File: src/design/kwm_pkg.sv
package kwm_pkg;

   localparam int LISTS       = 8;
   localparam int DEPTH       = 8;
   localparam int VALUE_W     = 32;
   localparam int IDX_W       = 3;
   localparam int LIST_W      = $clog2(LISTS);
   localparam int POS_W       = (DEPTH > 1) ? $clog2(DEPTH) : 1;
   localparam int LEN_W       = $clog2(DEPTH + 1);
   localparam int NEXT_W      = LEN_W + 1;
   localparam int STORE_DEPTH = LISTS * DEPTH;
   localparam int ADDR_W      = $clog2(STORE_DEPTH);

   // one list head held by a cell; an invalid entry ranks after every valid one
   typedef struct packed {
      logic                      valid;
      logic signed [VALUE_W-1:0] value;
      logic [LIST_W-1:0]         list;
      logic [POS_W-1:0]          pos;
      logic [LEN_W-1:0]          len;
   } entry_type;

   typedef struct packed {
      logic      insert;
      logic      replace;
      entry_type key;
   } cell_ctrl_type;

   typedef enum logic [2:0] {
      ST_LOAD,
      ST_FILL,
      ST_FILL_END,
      ST_POP,
      ST_REPL
   } state_type;

   // order by value, then by list number
   function automatic logic entry_less(entry_type a, entry_type b);
      logic r;
      if (!a.valid) begin
         r = 1'b0;
      end else if (!b.valid) begin
         r = 1'b1;
      end else if (a.value != b.value) begin
         r = (a.value < b.value);
      end else begin
         r = (a.list < b.list);
      end
      return r;
   endfunction

   function automatic logic [ADDR_W-1:0] store_addr(logic [LIST_W-1:0] l,
                                                    logic [POS_W-1:0] p);
      return ADDR_W'(ADDR_W'(l) * ADDR_W'(DEPTH)) + ADDR_W'(p);
   endfunction

endpackage

File: src/design/kwm_req_if.sv
interface kwm_req_if;
   logic               valid;
   logic               ready;
   logic signed [31:0] value;
   logic [2:0]         list_index;
   logic               load_last;

   modport source (output valid, output value, output list_index, output load_last,
                   input ready);
   modport sink (input valid, input value, input list_index, input load_last,
                 output ready);
endinterface

File: src/design/kwm_rsp_if.sv
interface kwm_rsp_if;
   logic               valid;
   logic               ready;
   logic signed [31:0] merged_value;
   logic [2:0]         source_list;
   logic               run_last;
   logic               overflowed;

   modport source (output valid, output merged_value, output source_list,
                   output run_last, output overflowed, input ready);
   modport sink (input valid, input merged_value, input source_list,
                 input run_last, input overflowed, output ready);
endinterface

File: src/design/kwm_ram.sv
module kwm_ram #(
   parameter int WIDTH = 32,
   parameter int DEPTH = 64
) (
   input  logic                                  clock,
   input  logic                                  wr_en,
   input  logic [(DEPTH > 1 ? $clog2(DEPTH) : 1)-1:0] wr_addr,
   input  logic [WIDTH-1:0]                      wr_data,
   input  logic [(DEPTH > 1 ? $clog2(DEPTH) : 1)-1:0] rd_addr,
   output logic [WIDTH-1:0]                      rd_data
);

   logic [WIDTH-1:0] mem_ff [DEPTH];
   logic [WIDTH-1:0] rd_data_ff;

   always_ff @(posedge clock) begin
      if (wr_en) begin
         mem_ff[wr_addr] <= wr_data;
      end
      rd_data_ff <= mem_ff[rd_addr];
   end

   assign rd_data = rd_data_ff;

endmodule

File: src/design/kwm_cell.sv
module kwm_cell import kwm_pkg::*; (
   input  logic          clock,
   input  logic          reset,
   input  logic          is_first,
   input  cell_ctrl_type ctrl,
   input  entry_type     prev_entry,
   input  logic          prev_below,
   input  entry_type     next_entry,
   input  logic          next_below,
   output entry_type     entry,
   output logic          below
);

   entry_type entry_ff;
   entry_type entry_in;

   // below: this cell's head ranks ahead of the broadcast key
   assign below = entry_less(entry_ff, ctrl.key);

   always_comb begin
      entry_in = entry_ff;
      if (ctrl.insert) begin
         // shift right from the insertion point
         if (!below) begin
            entry_in = prev_below ? ctrl.key : prev_entry;
         end
      end else if (ctrl.replace) begin
         // drop the head, shift left, key lands where it belongs
         if (next_below) begin
            entry_in = next_entry;
         end else if (is_first || below) begin
            entry_in = ctrl.key;
         end
      end
   end

   always_ff @(posedge clock) begin
      if (reset) begin
         entry_ff <= '0;
      end else begin
         entry_ff <= entry_in;
      end
   end

   assign entry = entry_ff;

endmodule

File: src/design/k_way_sorted_merge_top.sv
// k-way sorted merge.
// req_chan carries one element per transfer: value, its list_index and
// load_last. Elements are appended to their list (up to DEPTH each; extra ones
// are dropped and raise overflowed for the run). A list_index of LISTS or more
// is ignored. One element is taken per cycle while loading.
// The transfer with load_last set closes the data set. req_chan.ready then
// drops for the whole merge. The heads of all non-empty lists are loaded into
// a sorted row of LISTS cells, then rsp_chan gives the merged ascending run,
// lower list first on equal values, run_last on the final result. A result
// whose list still has elements is followed by an element store read, then a
// replace-min in the cell row; one whose list is exhausted pops the head at
// once. An empty head closes the merge and ready returns.
// A stalled receiver holds the result register and freezes the merge.
// Synchronous reset empties all lists, the cell row and the result register.
module k_way_sorted_merge_top import kwm_pkg::*; (
   input logic       clock,
   input logic       reset,
   kwm_req_if.sink   req_chan,
   kwm_rsp_if.source rsp_chan
);

   state_type state_ff, state_in;

   logic [LEN_W-1:0]  list_len_ff [LISTS];
   logic              ovf_ff;
   logic [LIST_W-1:0] fill_idx_ff;
   logic              fill_pend_ff, fill_pend_in;
   logic [LIST_W-1:0] fill_list_ff;
   logic [LEN_W-1:0]  fill_len_ff;

   logic               rsp_valid_ff;
   logic signed [31:0] rsp_value_ff;
   logic [2:0]         rsp_list_ff;
   logic               rsp_last_ff;
   logic               rsp_ovf_ff;

   entry_type     cell_entry [LISTS];
   logic          cell_below [LISTS];
   cell_ctrl_type ctrl;

   logic              accept;
   logic              in_range;
   logic [LIST_W-1:0] len_sel;
   logic [LEN_W-1:0]  cur_len;
   logic              wr_en;
   logic [ADDR_W-1:0] wr_addr;
   logic [ADDR_W-1:0] rd_addr;
   logic [31:0]       rd_data;

   entry_type        head;
   logic [POS_W-1:0] head_next_pos;
   logic             has_next;
   logic             slot_free;
   logic             emit;
   logic             merge_done;

   assign head          = cell_entry[0];
   assign head_next_pos = POS_W'(head.pos + 1'b1);
   assign has_next      = (NEXT_W'(head.pos) + NEXT_W'(1)) < NEXT_W'(head.len);
   assign slot_free     = !rsp_valid_ff || rsp_chan.ready;

   assign accept   = req_chan.valid && req_chan.ready;
   assign in_range = int'(req_chan.list_index) < LISTS;
   assign len_sel  = (state_ff == ST_LOAD) ? LIST_W'(req_chan.list_index) : fill_idx_ff;
   assign cur_len  = list_len_ff[len_sel];
   assign wr_en    = accept && in_range && (cur_len < LEN_W'(DEPTH));
   assign wr_addr  = store_addr(LIST_W'(req_chan.list_index), POS_W'(cur_len));
   assign rd_addr  = (state_ff == ST_FILL) ? store_addr(fill_idx_ff, '0)
                                           : store_addr(head.list, head_next_pos);

   kwm_ram #(
      .WIDTH (VALUE_W),
      .DEPTH (STORE_DEPTH)
   ) u_store (
      .clock   (clock),
      .wr_en   (wr_en),
      .wr_addr (wr_addr),
      .wr_data (req_chan.value),
      .rd_addr (rd_addr),
      .rd_data (rd_data)
   );

   for (genvar i = 0; i < LISTS; i++) begin : g_cell
      entry_type prev_e, next_e;
      logic      prev_b, next_b;
      if (i == 0) begin : g_head
         assign prev_e = '0;
         assign prev_b = 1'b1;
      end else begin : g_prev
         assign prev_e = cell_entry[i-1];
         assign prev_b = cell_below[i-1];
      end
      if (i == LISTS - 1) begin : g_tail
         assign next_e = '0;
         assign next_b = 1'b0;
      end else begin : g_next
         assign next_e = cell_entry[i+1];
         assign next_b = cell_below[i+1];
      end
      kwm_cell u_cell (
         .clock      (clock),
         .reset      (reset),
         .is_first   (i == 0),
         .ctrl       (ctrl),
         .prev_entry (prev_e),
         .prev_below (prev_b),
         .next_entry (next_e),
         .next_below (next_b),
         .entry      (cell_entry[i]),
         .below      (cell_below[i])
      );
   end

   // next state
   always_comb begin
      state_in = state_ff;
      unique case (state_ff)
         ST_LOAD: begin
            if (accept && req_chan.load_last) state_in = ST_FILL;
         end
         ST_FILL: begin
            if (fill_idx_ff == LIST_W'(LISTS - 1)) state_in = ST_FILL_END;
         end
         ST_FILL_END: state_in = ST_POP;
         ST_POP: begin
            if (!head.valid) begin
               state_in = ST_LOAD;
            end else if (slot_free && has_next) begin
               state_in = ST_REPL;
            end
         end
         ST_REPL: state_in = ST_POP;
         default: state_in = ST_LOAD;
      endcase
   end

   // outputs of the sequencer
   always_comb begin
      req_chan.ready = 1'b0;
      emit           = 1'b0;
      merge_done     = 1'b0;
      fill_pend_in   = 1'b0;
      ctrl           = '0;
      if (fill_pend_ff) begin
         ctrl.insert    = 1'b1;
         ctrl.key.valid = 1'b1;
         ctrl.key.value = $signed(rd_data);
         ctrl.key.list  = fill_list_ff;
         ctrl.key.pos   = '0;
         ctrl.key.len   = fill_len_ff;
      end
      unique case (state_ff)
         ST_LOAD: req_chan.ready = 1'b1;
         ST_FILL: fill_pend_in = (cur_len != '0);
         ST_FILL_END: ;
         ST_POP: begin
            merge_done = !head.valid;
            emit       = head.valid && slot_free;
            // exhausted list: pop with an empty key
            if (emit && !has_next) ctrl.replace = 1'b1;
         end
         ST_REPL: begin
            ctrl.replace   = 1'b1;
            ctrl.key.valid = 1'b1;
            ctrl.key.value = $signed(rd_data);
            ctrl.key.list  = head.list;
            ctrl.key.pos   = head_next_pos;
            ctrl.key.len   = head.len;
         end
         default: ;
      endcase
   end

   always_ff @(posedge clock) begin
      if (reset) begin
         state_ff     <= ST_LOAD;
         ovf_ff       <= 1'b0;
         fill_idx_ff  <= '0;
         fill_pend_ff <= 1'b0;
         rsp_valid_ff <= 1'b0;
         for (int i = 0; i < LISTS; i++) list_len_ff[i] <= '0;
      end else begin
         state_ff     <= state_in;
         fill_pend_ff <= fill_pend_in;
         if (state_ff == ST_FILL) begin
            fill_idx_ff <= fill_idx_ff + 1'b1;
         end else begin
            fill_idx_ff <= '0;
         end
         if (wr_en) list_len_ff[len_sel] <= cur_len + 1'b1;
         if (accept && in_range && (cur_len == LEN_W'(DEPTH))) ovf_ff <= 1'b1;
         if (merge_done) begin
            ovf_ff <= 1'b0;
            for (int i = 0; i < LISTS; i++) list_len_ff[i] <= '0;
         end
         if (emit) begin
            rsp_valid_ff <= 1'b1;
         end else if (rsp_chan.ready) begin
            rsp_valid_ff <= 1'b0;
         end
      end
   end

   always_ff @(posedge clock) begin
      fill_list_ff <= fill_idx_ff;
      fill_len_ff  <= cur_len;
      if (emit) begin
         rsp_value_ff <= head.value;
         rsp_list_ff  <= 3'(head.list);
         rsp_last_ff  <= !has_next && !cell_entry[1].valid;
         rsp_ovf_ff   <= ovf_ff;
      end
   end

   assign rsp_chan.valid        = rsp_valid_ff;
   assign rsp_chan.merged_value = rsp_value_ff;
   assign rsp_chan.source_list  = rsp_list_ff;
   assign rsp_chan.run_last     = rsp_last_ff;
   assign rsp_chan.overflowed   = rsp_ovf_ff;

   a_one_cell_op: assert property (@(posedge clock) disable iff (reset)
      !(ctrl.insert && ctrl.replace))
      else $error("insert and replace in the same cycle");

   a_row_sorted: assert property (@(posedge clock) disable iff (reset)
      cell_entry[1].valid |-> entry_less(cell_entry[0], cell_entry[1]))
      else $error("cell row out of order");

   a_rsp_from_pop: assert property (@(posedge clock) disable iff (reset)
      $rose(rsp_valid_ff) |-> $past(state_ff == ST_POP))
      else $error("result raised outside pop");

   a_no_load_in_merge: assert property (@(posedge clock) disable iff (reset)
      (state_ff != ST_LOAD) |-> !wr_en)
      else $error("store written during merge");

endmodule

File: src/flat_wrapper.sv
// flat-port wrapper written by rule: the top's interface ports become plain ports
module k_way_sorted_merge_top_flat import kwm_pkg::*;
  (clock, reset, req_chan_valid, req_chan_value, req_chan_list_index, req_chan_load_last, req_chan_ready, rsp_chan_valid, rsp_chan_merged_value, rsp_chan_source_list, rsp_chan_run_last, rsp_chan_overflowed, rsp_chan_ready);
  kwm_req_if req_chan_i ();
  kwm_rsp_if rsp_chan_i ();
  input logic clock;
  input logic reset;
  input wire logic [$bits(req_chan_i.valid)-1:0] req_chan_valid;
  input wire logic [$bits(req_chan_i.value)-1:0] req_chan_value;
  input wire logic [$bits(req_chan_i.list_index)-1:0] req_chan_list_index;
  input wire logic [$bits(req_chan_i.load_last)-1:0] req_chan_load_last;
  output wire logic [$bits(req_chan_i.ready)-1:0] req_chan_ready;
  output wire logic [$bits(rsp_chan_i.valid)-1:0] rsp_chan_valid;
  output wire logic [$bits(rsp_chan_i.merged_value)-1:0] rsp_chan_merged_value;
  output wire logic [$bits(rsp_chan_i.source_list)-1:0] rsp_chan_source_list;
  output wire logic [$bits(rsp_chan_i.run_last)-1:0] rsp_chan_run_last;
  output wire logic [$bits(rsp_chan_i.overflowed)-1:0] rsp_chan_overflowed;
  input wire logic [$bits(rsp_chan_i.ready)-1:0] rsp_chan_ready;
  assign req_chan_i.valid = req_chan_valid;
  assign req_chan_i.value = req_chan_value;
  assign req_chan_i.list_index = req_chan_list_index;
  assign req_chan_i.load_last = req_chan_load_last;
  assign req_chan_ready = req_chan_i.ready;
  assign rsp_chan_valid = rsp_chan_i.valid;
  assign rsp_chan_merged_value = rsp_chan_i.merged_value;
  assign rsp_chan_source_list = rsp_chan_i.source_list;
  assign rsp_chan_run_last = rsp_chan_i.run_last;
  assign rsp_chan_overflowed = rsp_chan_i.overflowed;
  assign rsp_chan_i.ready = rsp_chan_ready;
  k_way_sorted_merge_top u_core (.clock(clock), .reset(reset), .req_chan(req_chan_i), .rsp_chan(rsp_chan_i));
endmodule
File: config.mk
export PLATFORM = sky130hd
export DESIGN_NAME = k_way_sorted_merge_top_flat
export DESIGN_NICKNAME = d
export VERILOG_FILES = /design/src/design/kwm_pkg.sv /design/src/design/kwm_req_if.sv /design/src/design/kwm_rsp_if.sv /design/src/design/kwm_ram.sv /design/src/design/kwm_cell.sv /design/src/design/k_way_sorted_merge_top.sv /design/src/flat_wrapper.sv
export SDC_FILE = /design/constraint.sdc
export NUM_CORES = 2
export LEC_CHECK = 0
export BUFFER_PORTS_ARGS = -buffer_cell sky130_fd_sc_hd__buf_2
export CAP_MARGIN = 20
export CORE_MARGIN = 2
export CORE_UTILIZATION = 45
export CTS_CLUSTER_SIZE = 40
export DETAILED_ROUTE_END_ITERATION = 8
export GPL_ROUTABILITY_DRIVEN = 1
export PLACE_DENSITY = 0.57
export SYNTH_ARGS = -nofsm -noshare
export SYNTH_HDL_FRONTEND = slang
export SYNTH_SLANG_ARGS = --single-unit
File: constraint.sdc
create_clock -name clock -period 10.3 [get_ports clock]
set_input_delay 1.03 -clock clock [delete_from_list [all_inputs] [get_ports clock]]
set_output_delay 1.03 -clock clock [all_outputs]
set_load 0.02 [all_outputs]
==> results.toml <==
[grt]
overflow = 0
grt_pass1_vias = 72600
grt_util_all_layers_pct = 29.3
antenna_found_initial = 23
grt_max_degree = 140
grt_pass1_wl_mm = 532

[sta]
skew_ps = 65.2
timing.hold.ws_ps = 415
relSlewSlack_pct = 9.02
worst_slack_ps = 2350
fmax_mhz = 126
fin_crit_ps = 7950
finalCritPeriodShare_pct = 77.2
worst_pin_slew_ps = 1350
hold_viol_final = 0
setup_tns_ps = 0
setup_viol = 0
maxSlewViolCount = 0
rsz0062_at_grt = "false"

[layout]
stdcell_area_sq_um = 124000
final_cells = 11400
synthToLayoutAreaGrowth_pct = 12.1
final_common_cell = "edfxtp_1"
fill_cells = 20600
final_cell_mix = "edfxtp_1 (2117), nand2_1 (688), dfxtp_1 (389)"
num-nets-final = 8326
drive_gt1_share_pct = 14.9

[synth]
synthCells = 8055
syn-num-nets = 8365
seq_area_frac_synth_pct = 64.5
synth_edf_count = 2117
syn_avg_cell_area_sq_um = 13.7
yosysWarningCount = 0
synth_seq_cells = 2509
ys_types = 100
syn_area_sq_um = 111000
ys.flop_type = "edfxtp_1"
synthArstFlopShare_pct = 0

[critical_path]
cp.required_ps = 11110
worstSetupStartpointType = "register"
cp_max_fo = 40
path_class = "register to register"
end_kind = "register"
worstPathArrival_ps = 8760

[placement]
gp_congestion = 0.942
pre_cts_slack_ps = 2670
dp_cells = 10900
dpl.hpwl_mm = 216
io_buffer_count = 78
dpl_cell_area_sq_um = 115000

[clock_network]
cts_resized = 0
root_buffer = "clkbuf_16"
clock_sinks = 2509
cts_tree = "yes"
clk_pin_slew_ps = 60
clock_path_buffers = 4
post_cts_buffers = 0
insertion_delay_ps = 940
cts_hold_buf = 0
numCtsBuffers = 288
h-tree-depth = 5

[route]
drtIter0Drc = 9720
wire_per_inst_microns = 32.7
routed-via-count = 75200
antenna_left = 0
viasPerCell = 6.57
routed_wl_mm = 374
firstDrtPassIters = 9
drc = 4

[outcome]
status = "finished with violations"
violations = "DRC"

[die]
coreArea_sq_um = 245000
die_area_sq_um = 250000
die_h_microns = 500
initial_core_util_pct = 45.1
num_io_pins = 79
die_x_microns = 500
rows = 182

[pwr]
p_leak_nw = 40.8
power_density_nw_per_um2 = 190
peakVddDrop_mv = 0.179

[min_path]
min_path_type = "primary input to register"

[flow_run]
cap_violations = 0
-- cells in the mapped netlist (36+ instances only) --
| library cell | n | area, sq um |
|---|---|---|
| edfxtp_1 | 2117 | 63600 |
| nand2_1 | 699 | 2620 |
| clkbuf_1 | 417 | 1570 |
| dfxtp_1 | 392 | 7850 |
| a21oi_1 | 381 | 1910 |
| nor2_1 | 357 | 1340 |
| o21ai_0 | 342 | 1710 |
| ha_1 | 270 | 3380 |
| mux2i_1 | 259 | 2590 |
| mux4_2 | 256 | 5770 |
| o211ai_1 | 217 | 1630 |
| o221ai_1 | 181 | 1590 |
| nor3_1 | 163 | 816 |
| nand3_1 | 162 | 811 |
| or3_1 | 159 | 995 |
| a31oi_1 | 113 | 707 |
| buf_2 | 113 | 566 |
| inv_1 | 104 | 390 |
| o22ai_1 | 103 | 644 |
| a211oi_1 | 98 | 736 |
| a311oi_1 | 95 | 832 |
| mux2_2 | 86 | 968 |
| a221o_1 | 66 | 661 |
| and2_1 | 66 | 413 |
| nand4_1 | 60 | 375 |
| o21a_1 | 56 | 420 |
| buf_1 | 51 | 191 |
| buf_4 | 49 | 368 |
| nand2b_1 | 49 | 307 |
| a221oi_1 | 47 | 412 |
| o2bb2ai_1 | 38 | 333 |
| a21o_1 | 37 | 278 |
| a22o_1 | 36 | 315 |
-- per-stage QoR --
| step | power [mW] | utilization [%] |
|---|---|---|
| floorplan | 12.8 | - |
| global placement | 13.8 | 46.9 |
| detailed placement | 13.8 | 47.0 |
| CTS | 23.6 | 50.6 |
| global route | 24.2 | 50.6 |
| finish | 23.5 | 50.6 |
-- routing by layer --
layer / vias up / track usage [%] / share of wire (%)
met5: - / 0 / 0.082
met4: 12 / 11.6 / 4.3
met3: 801 / 5.11 / 8.6
met2: 3849 / 45.9 / 46
met1: 38500 / 40.6 / 41
li1: 32000 / - / -
-- worst max-delay path, stage by stage (launching register included) --
cell and delay, ps:
dfxtp_1 590, inv_1 140, or3_1 560, nand2_1 540, buf_16 230, and2_1 410, inv_1 290, ha_1 370
nand4_1 200, nor4_1 790, nand4_1 200, o311ai_1 270, o311a_1 520, or2_2 830, buf_4 570, nor2_2 280
buf_4 390, a221oi_1 340, a21boi_0 210
-- path summary, 6_finish.rpt --
| check | startpoint | end | slack (ps) | depth (start not counted) |
|---|---|---|---|---|
| max | u_core.state_ff[2] | u_core.g_cell[2].u_cell.entry[35] | 2350 | 18 |
| min | req_chan_value[3] | u_core.u_store.mem_ff[62][3] | 420 | 1 |
| max reg2reg | u_core.state_ff[2] | u_core.g_cell[2].u_cell.entry[35] | 2350 | 18 |
| min reg2reg | u_core.ovf_ff | u_core.rsp_chan.overflowed | 440 | 0 |
-- cells by family (layout without fill, tap and decap cells) --
kind of cell,Yosys count,in the layout,share of synthesized area (%)
xor+xnor,9,9,0.0780
fa+ha+maj,273,273,3.08
compound gates,2096,2096,13.3
mux,605,605,8.47
flops,2509,2509,64.5
other cells,0,6,0
buf+inv,750,917,2.92
simple gates,1813,1813,7.65
-- area by class of cell --
| class | count | area [sq um] | area share (%) |
|---|---|---|---|
| Clock buffer | 353 | 7710 | 6.21 |
| Antenna cell | 6 | 15.0 | 0.0121 |
| Clock inverter | 143 | 1190 | 0.960 |
| Inverter | 108 | 413 | 0.333 |
| Tap cell | 3220 | 4030 | 3.24 |
| Sequential cell | 2509 | 71400 | 57.5 |
| Timing Repair Buffer | 313 | 2460 | 1.98 |
| Multi-Input combinational cell | 4796 | 36900 | 29.7 |
-- where the power goes --
group	switching (mW)	internal (mW)	leakage (nW)
registers	0.166	11.1	22.3
logic	1.64	0.728	14.2
clock network	4.08	5.80	4.38
total	5.89	17.6	40.8
-- sequential cells by signal, summed over array words and instances (netlist names) --
signal	cells
u_core.rsp_chan.merged_value	32
u_core.u_store.rd_data	32
u_core.fill_len_ff	4
u_core.fill_pend_ff	1
u_core.rsp_chan.overflowed	1
u_core.state_ff	3
u_core.fill_idx_ff	3
u_core.rsp_chan.source_list	3
u_core.g_cell.u_cell.entry	344
u_core.list_len_ff	32
u_core.ovf_ff	1
u_core.u_store.mem_ff	2048
u_core.rsp_chan.valid	1
u_core.rsp_chan.run_last	1
u_core.fill_list_ff	3
(Power assumes the default switching activity.)
